File: config.mk
export PLATFORM = sky130hd
export DESIGN_NAME = lhc_store
export DESIGN_NICKNAME = d
export VERILOG_FILES = /design/src/hdl/lhc_pkg.sv /design/src/hdl/lhc_store.sv
export SDC_FILE = /design/constraint.sdc
export NUM_CORES = 2
export LEC_CHECK = 0
export ABC_AREA = 1
export BUFFER_PORTS_ARGS = -buffer_cell sky130_fd_sc_hd__buf_4
export CORE_MARGIN = 4
export CORE_UTILIZATION = 50
export CTS_CLUSTER_DIAMETER = 80
export DETAILED_ROUTE_END_ITERATION = 10
export PLACE_DENSITY = 0.63
export SLEW_MARGIN = 15
export SYNTH_ARGS = -nofsm -noshare
export SYNTH_HDL_FRONTEND = slang
export SYNTH_SLANG_ARGS = --single-unit
File: constraint.sdc
create_clock -name i_clk -period 6.3 [get_ports i_clk]
set_clock_uncertainty 0.05 [all_clocks]
set_input_delay 0.315 -clock i_clk [delete_from_list [all_inputs] [get_ports i_clk]]
set_output_delay 0.315 -clock i_clk [all_outputs]
set_load 0.005 [all_outputs]
File: src/hdl/lhc_pkg.sv
// Shared types and codes for the handle cache.
`timescale 1ns / 1ps
package lhc_pkg;

    localparam int KEY_IN_BITS  = 32;
    localparam int VERSION_BITS = 63;

    localparam logic CMD_ACQUIRE = 1'b0;
    localparam logic CMD_FLUSH   = 1'b1;

    localparam logic [2:0] STATUS_HIT         = 3'd0;
    localparam logic [2:0] STATUS_INSTALLED   = 3'd1;
    localparam logic [2:0] STATUS_COMPILE_ERR = 3'd2;
    localparam logic [2:0] STATUS_UNCACHED    = 3'd3;
    localparam logic [2:0] STATUS_FLUSHED     = 3'd4;

    typedef enum logic [1:0] {
        S_IDLE,
        S_SCAN,
        S_DECIDE,
        S_REPLY
    } t_state;

    typedef struct packed {
        logic [2:0] status;
        logic [3:0] slot;
        logic       evicted;
        logic       stale_dropped;
    } t_result;

    // Memory and valid-bit controls from the sequencer to the store.
    typedef struct packed {
        logic rd_en;
        logic tag_we;
        logic stamp_we;
        logic valid_we;
        logic valid_val;
        logic clear_all;
    } t_mem_ctl;

endpackage

File: src/hdl/lhc_store.sv
// Entry storage: tag and stamp memories plus per-entry valid flops.
`timescale 1ns / 1ps
module lhc_store import lhc_pkg::*; #(
    parameter int ENTRIES    = 16,
    parameter int KEY_BITS   = 32,
    parameter int STAMP_BITS = 32
) (
    input  logic                        i_clk,
    input  logic                        i_rst_n,
    input  t_mem_ctl                    i_ctl,
    input  logic [$clog2(ENTRIES)-1:0]  i_rd_idx,
    input  logic [$clog2(ENTRIES)-1:0]  i_wr_idx,
    input  logic [KEY_BITS-1:0]         i_wr_key,
    input  logic [VERSION_BITS-1:0]     i_wr_version,
    input  logic [STAMP_BITS-1:0]       i_wr_stamp,
    output logic [KEY_BITS-1:0]         o_rd_key,
    output logic [VERSION_BITS-1:0]     o_rd_version,
    output logic [STAMP_BITS-1:0]       o_rd_stamp,
    output logic [ENTRIES-1:0]          o_valid
);

    localparam int TAG_W = KEY_BITS + VERSION_BITS;

    logic [TAG_W-1:0]      tag_mem   [ENTRIES];
    logic [STAMP_BITS-1:0] stamp_mem [ENTRIES];
    logic [TAG_W-1:0]      r_rd_tag;
    logic [STAMP_BITS-1:0] r_rd_stamp;
    logic [ENTRIES-1:0]    r_valid;

    always_ff @(posedge i_clk) begin
        if (i_ctl.tag_we) begin
            tag_mem[i_wr_idx] <= {i_wr_key, i_wr_version};
        end
        if (i_ctl.rd_en) begin
            r_rd_tag <= tag_mem[i_rd_idx];
        end
    end

    always_ff @(posedge i_clk) begin
        if (i_ctl.stamp_we) begin
            stamp_mem[i_wr_idx] <= i_wr_stamp;
        end
        if (i_ctl.rd_en) begin
            r_rd_stamp <= stamp_mem[i_rd_idx];
        end
    end

    always_ff @(posedge i_clk) begin
        if (!i_rst_n) begin
            r_valid <= '0;
        end else if (i_ctl.clear_all) begin
            r_valid <= '0;
        end else if (i_ctl.valid_we) begin
            r_valid[i_wr_idx] <= i_ctl.valid_val;
        end
    end

    assign o_rd_key     = r_rd_tag[TAG_W-1:VERSION_BITS];
    assign o_rd_version = r_rd_tag[VERSION_BITS-1:0];
    assign o_rd_stamp   = r_rd_stamp;
    assign o_valid      = r_valid;

endmodule

## Word level (Yosys, flattened, before mapping)

Memory sizes are Yosys's and may differ from the RTL's. A register that Yosys moved wholly into a read port is not among the register bits.
Cells that the tools add are included.

- Magnitude comparators: 2
- Bitwise operators: 1
- Reduce and logical (&&, ||, !) cells: 2
- Muxes and demuxes: 7

Operators with widths:

| cell | number |
|---|---|
| bitwise mux 16 bit | 1 |
| < comparator 4 x 5 -> 1 bit (second input constant) | 1 |
| two-way mux 1 bit | 5 |
| demux 1 bit (select 4 bit) | 1 |
| >= comparator 4 x 1 -> 1 bit (second input constant) | 1 |
| OR reduction 2 bit | 1 |
| logical AND 1 bit | 1 |
| inverter 1 bit | 1 |

- Memory bits (writable): 2,032
- Memories: 2
- Register bits: 16
- Logic and storage cells: 15
- Input bits: 143

Memories:

| memory | depth | bits a word | rd ports | clocked after memory_dff | wr ports | line | RTL |
|---|---|---|---|---|---|---|---|
| tag_mem | 16 | 95 | 1 | 1 | 1 | lhc_store.sv:24 | `logic [TAG_W-1:0] tag_mem [ENTRIES];` |
| stamp_mem | 16 | 32 | 1 | 1 | 1 | lhc_store.sv:25 | `logic [STAMP_BITS-1:0] stamp_mem [ENTRIES];` |

## Longest topological paths before layout

- Depth in word-level cells: 5
- Mapped depth: 11
- Gate-level depth less buffers: 7

## Worst setup path before layout

OpenSTA, ideal clock, no wires.

- Path type: input-to-reg
- From: in i_wr_idx[1]
- To: mem tag_mem[4][0] (netlist bit) (enable)
- Slack: 0.917 ns
- Stages: 5
- Library setup time: 0.550 ns
- Path buffers: 0
- Data arrival time: 4.783 ns
- Cells stage by stage: nor2_1 -> inv_1 -> nor2_1 -> inv_1 -> nor2_1

RTL lines:

| item | line | RTL |
|---|---|---|
| start, declared | lhc_store.sv:12 | `input logic [$clog2(ENTRIES)-1:0] i_wr_idx,` |
| end, declared | lhc_store.sv:24 |  |

No word-level cell before the write port.

## Worst setup path after layout

- From: in i_wr_idx[1]
- To: mem tag_mem[4][55] (netlist bit) (enable)

No word-level cell before the write port.

==> impl_metrics.toml <==
[outcome]
status = "complete, no violations"

[synthesis]
synth_top_cell_by_area = "edfxtp_1"
ys_seq_area_frac = 0.731
ys_top_cells_by_count = "nand2_1, edfxtp_1, nand3_1"
syn-num-nets = 8013
synth-edff-count = 2159
synthTopCellsByArea = "edfxtp_1, nand2_1, nand3_1, inv_1, buf_2"
yosysMostFrequentCell = "nand2_1"
synth_area_per_cell_sq_um = 11.3
synth_cells = 7870
synth_area_sq_um = 89100
async_flop_share = 0
ys_warn_count = 0
synth_seq_cells = 2175
ys_types = 19
synth_top_area_frac = 0.727
synth_ff_type = "edfxtp_1"

[flow_run]
max_cap_viol_count = 0

[grt]
grt_pass1_wl_microns = 340000
overflow = 0
first_global_vias = 55091
grt_max_degree = 236
antenna_found_initial = 22
grt_usage = 0.241

[sta]
maxSlewViolCount = 0
period_share = 0.534
report.final.setup_viol = 0
timing.fmax_ghz = 0.297
relSlewSlack = 0.0953
tightest_slew_ns = 1.36
setup_tns_ns = 0
timing.hold.ws_ns = 0.0600
period_needed_ns = 3.36
rsz0062_at_grt = "no"
hold_viol_final = 0

[die]
fp-row-count = 154
start_util = 0.505
die_y_microns = 430
fp.dieW_microns = 430
ios = 286
coreArea_sq_um = 177000
die_area_sq_um = 185000

[pwr]
p_per_area_nw_per_um2 = 303
sw_frac_of_total = 0.222
ir_drop_uv = 310
cellLeakagePower_uw = 0.0405
power.net_switching_uw = 6810
p_comb_frac = 0.062
clockPowerShare = 0.404
share_seq_of_total_power = 0.534
internal_power_uw = 23900

[place]
gp_routability_congestion = 0.748
port_buffers = 285
dpl_cell_area_sq_um = 93100
dpl.hpwl_microns = 98700

[finish]
final_layout_size_suffix_gt1_frac = 0.0859
syn_to_final_growth_pct = 13.8
final_area_sq_um = 101000
layout.nets = 8301
num-fill-cells = 14179
multi_input_area_sq_um = 18600
utilization = 0.574
ff_latch_area_sq_um = 65200

[cts]
cts_max_path_buffers = 3
ctsHtreeMaxLevel = 4
cts_tree = "done"
cts_setup_buffers = 0
numCtsBuffers = 215
clk_pin_slew_ns = 0.06
cts-resized-gates = 0
cts_hold_repair.buffers = 146
clk_latency_ns = 0.84
clockRootBuffer = "clkbuf_16"
cts.sinks = 2175

[routing]
vias = 57204
post_drt_wl_per_cell_microns = 21.2
viasPerCell = 5.35
detail_route.first_pass.iterations = 8
drc = 0
ant_nets = 0
drt_iter0_drc = 5401
drt_wl_total_microns = 226000

[hold_path]
hold_path.class = "input port to flip-flop"

[setup_path]
end_kind = "flip-flop"
cp_max_fo = 75
crit_path_start_kind = "input port"
worstSetupPathType = "input port to flip-flop"
critPathArrivalTime_ns = 3.78
cp.required_ns = 6.72
## power groups by stage
stage	logic, uW	registers (uW)	clock network (uW)
CTS	1910	16400	12700
global placement	1790	16700	0
floorplan	1050	16700	0
detailed placement	1820	16700	0
finish	1900	16400	12400
global route	2110	16400	13300
## logic make-up (layout without fill, tap and decap cells)
family,count (synthesis),count (layout),synth area share
buffers and inverters,1321,1788,0.0633
AOI/OAI and AO/OA,24,24,0.00135
DFF,2175,2175,0.731
and+or+nand+nor,4350,4350,0.204
other,0,17,0
## final timing paths
kind | from | to | slack [ns] | depth (start not counted)
worst min-delay path | i_rd_idx[2] | r_rd_tag[4] | 0.06 | 4
worst max register to register | tag_mem[12][3] | r_rd_tag[3] | 4.97 | 5
worst max-delay path | i_wr_idx[1] | tag_mem[4][55] | 2.94 | 9
worst min register to register | o_valid[9] | o_valid[9] | 0.42 | 2
## per-layer routing
layer,track usage,vias up,share of wire
met4,0.0769,8,0.030
met3,0.0340,406,0.062
met2,0.416,1932,0.50
met1,0.318,28004,0.41
li1,-,26854,-
met5,0,-,0.00024
## cells in the final DEF, fill, tap and decap left out, types with 16 or more instances in the layout
cell | netlist | layout
clkbuf_16 | 0 | 217
nor2_4 | 0 | 32
clkinv_2 | 0 | 49
clkinv_1 | 0 | 49
clkbuf_1 | 76 | 45
buf_4 | 41 | 321
or2_2 | 23 | 23
diode_2 | 0 | 17
dfxtp_1 | 16 | 16
bufinv_16 | 0 | 18
inv_1 | 888 | 887
edfxtp_1 | 2159 | 2159
nand2_1 | 2811 | 2811
dlygate4sd3_1 | 0 | 146
a21oi_1 | 16 | 16
nand3_1 | 1466 | 1466
buf_12 | 1 | 29
## stage by stage
step | total power, uW | worst slack, ns | cells
final | 30700 | 2.94 | 10694
after global routing | 31800 | 2.83 | 10685
after CTS | 31000 | 2.99 | 10677
after detailed placement | 18500 | 3.05 | 10135
after global placement | 18500 | 3.12 | 10135
after floorplan | 17700 | 0.917 | 7870
## sequential cells by signal, summed over array words and instances (netlist names)
| signal | flops |
|---|---|
| r_rd_tag | 95 |
| stamp_mem | 512 |
| o_valid | 16 |
| tag_mem | 1520 |
| o_rd_stamp | 32 |
## cell type report
| cell class | instances | area share |
|---|---|---|
| diodes | 17 | 0.000419 |
| repair buffers | 501 | 0.0446 |
| clock inverters | 134 | 0.0120 |
| multi-input cells | 4374 | 0.183 |
| inverters | 891 | 0.0334 |
| flip-flops and latches | 2175 | 0.642 |
| well taps | 2340 | 0.0289 |
| clock buffers | 262 | 0.0552 |
## critical path, cell delays in order
cell and delay [ns]:
dlygate4sd3_1 0.54, buf_4 0.15, nor2_1 0.21, dlygate4sd3_1 0.61, inv_1 0.06, nor2_1 0.21, inv_1 0.17, nor2_4 0.79
buf_12 0.58
(Power assumes the default switching activity.)
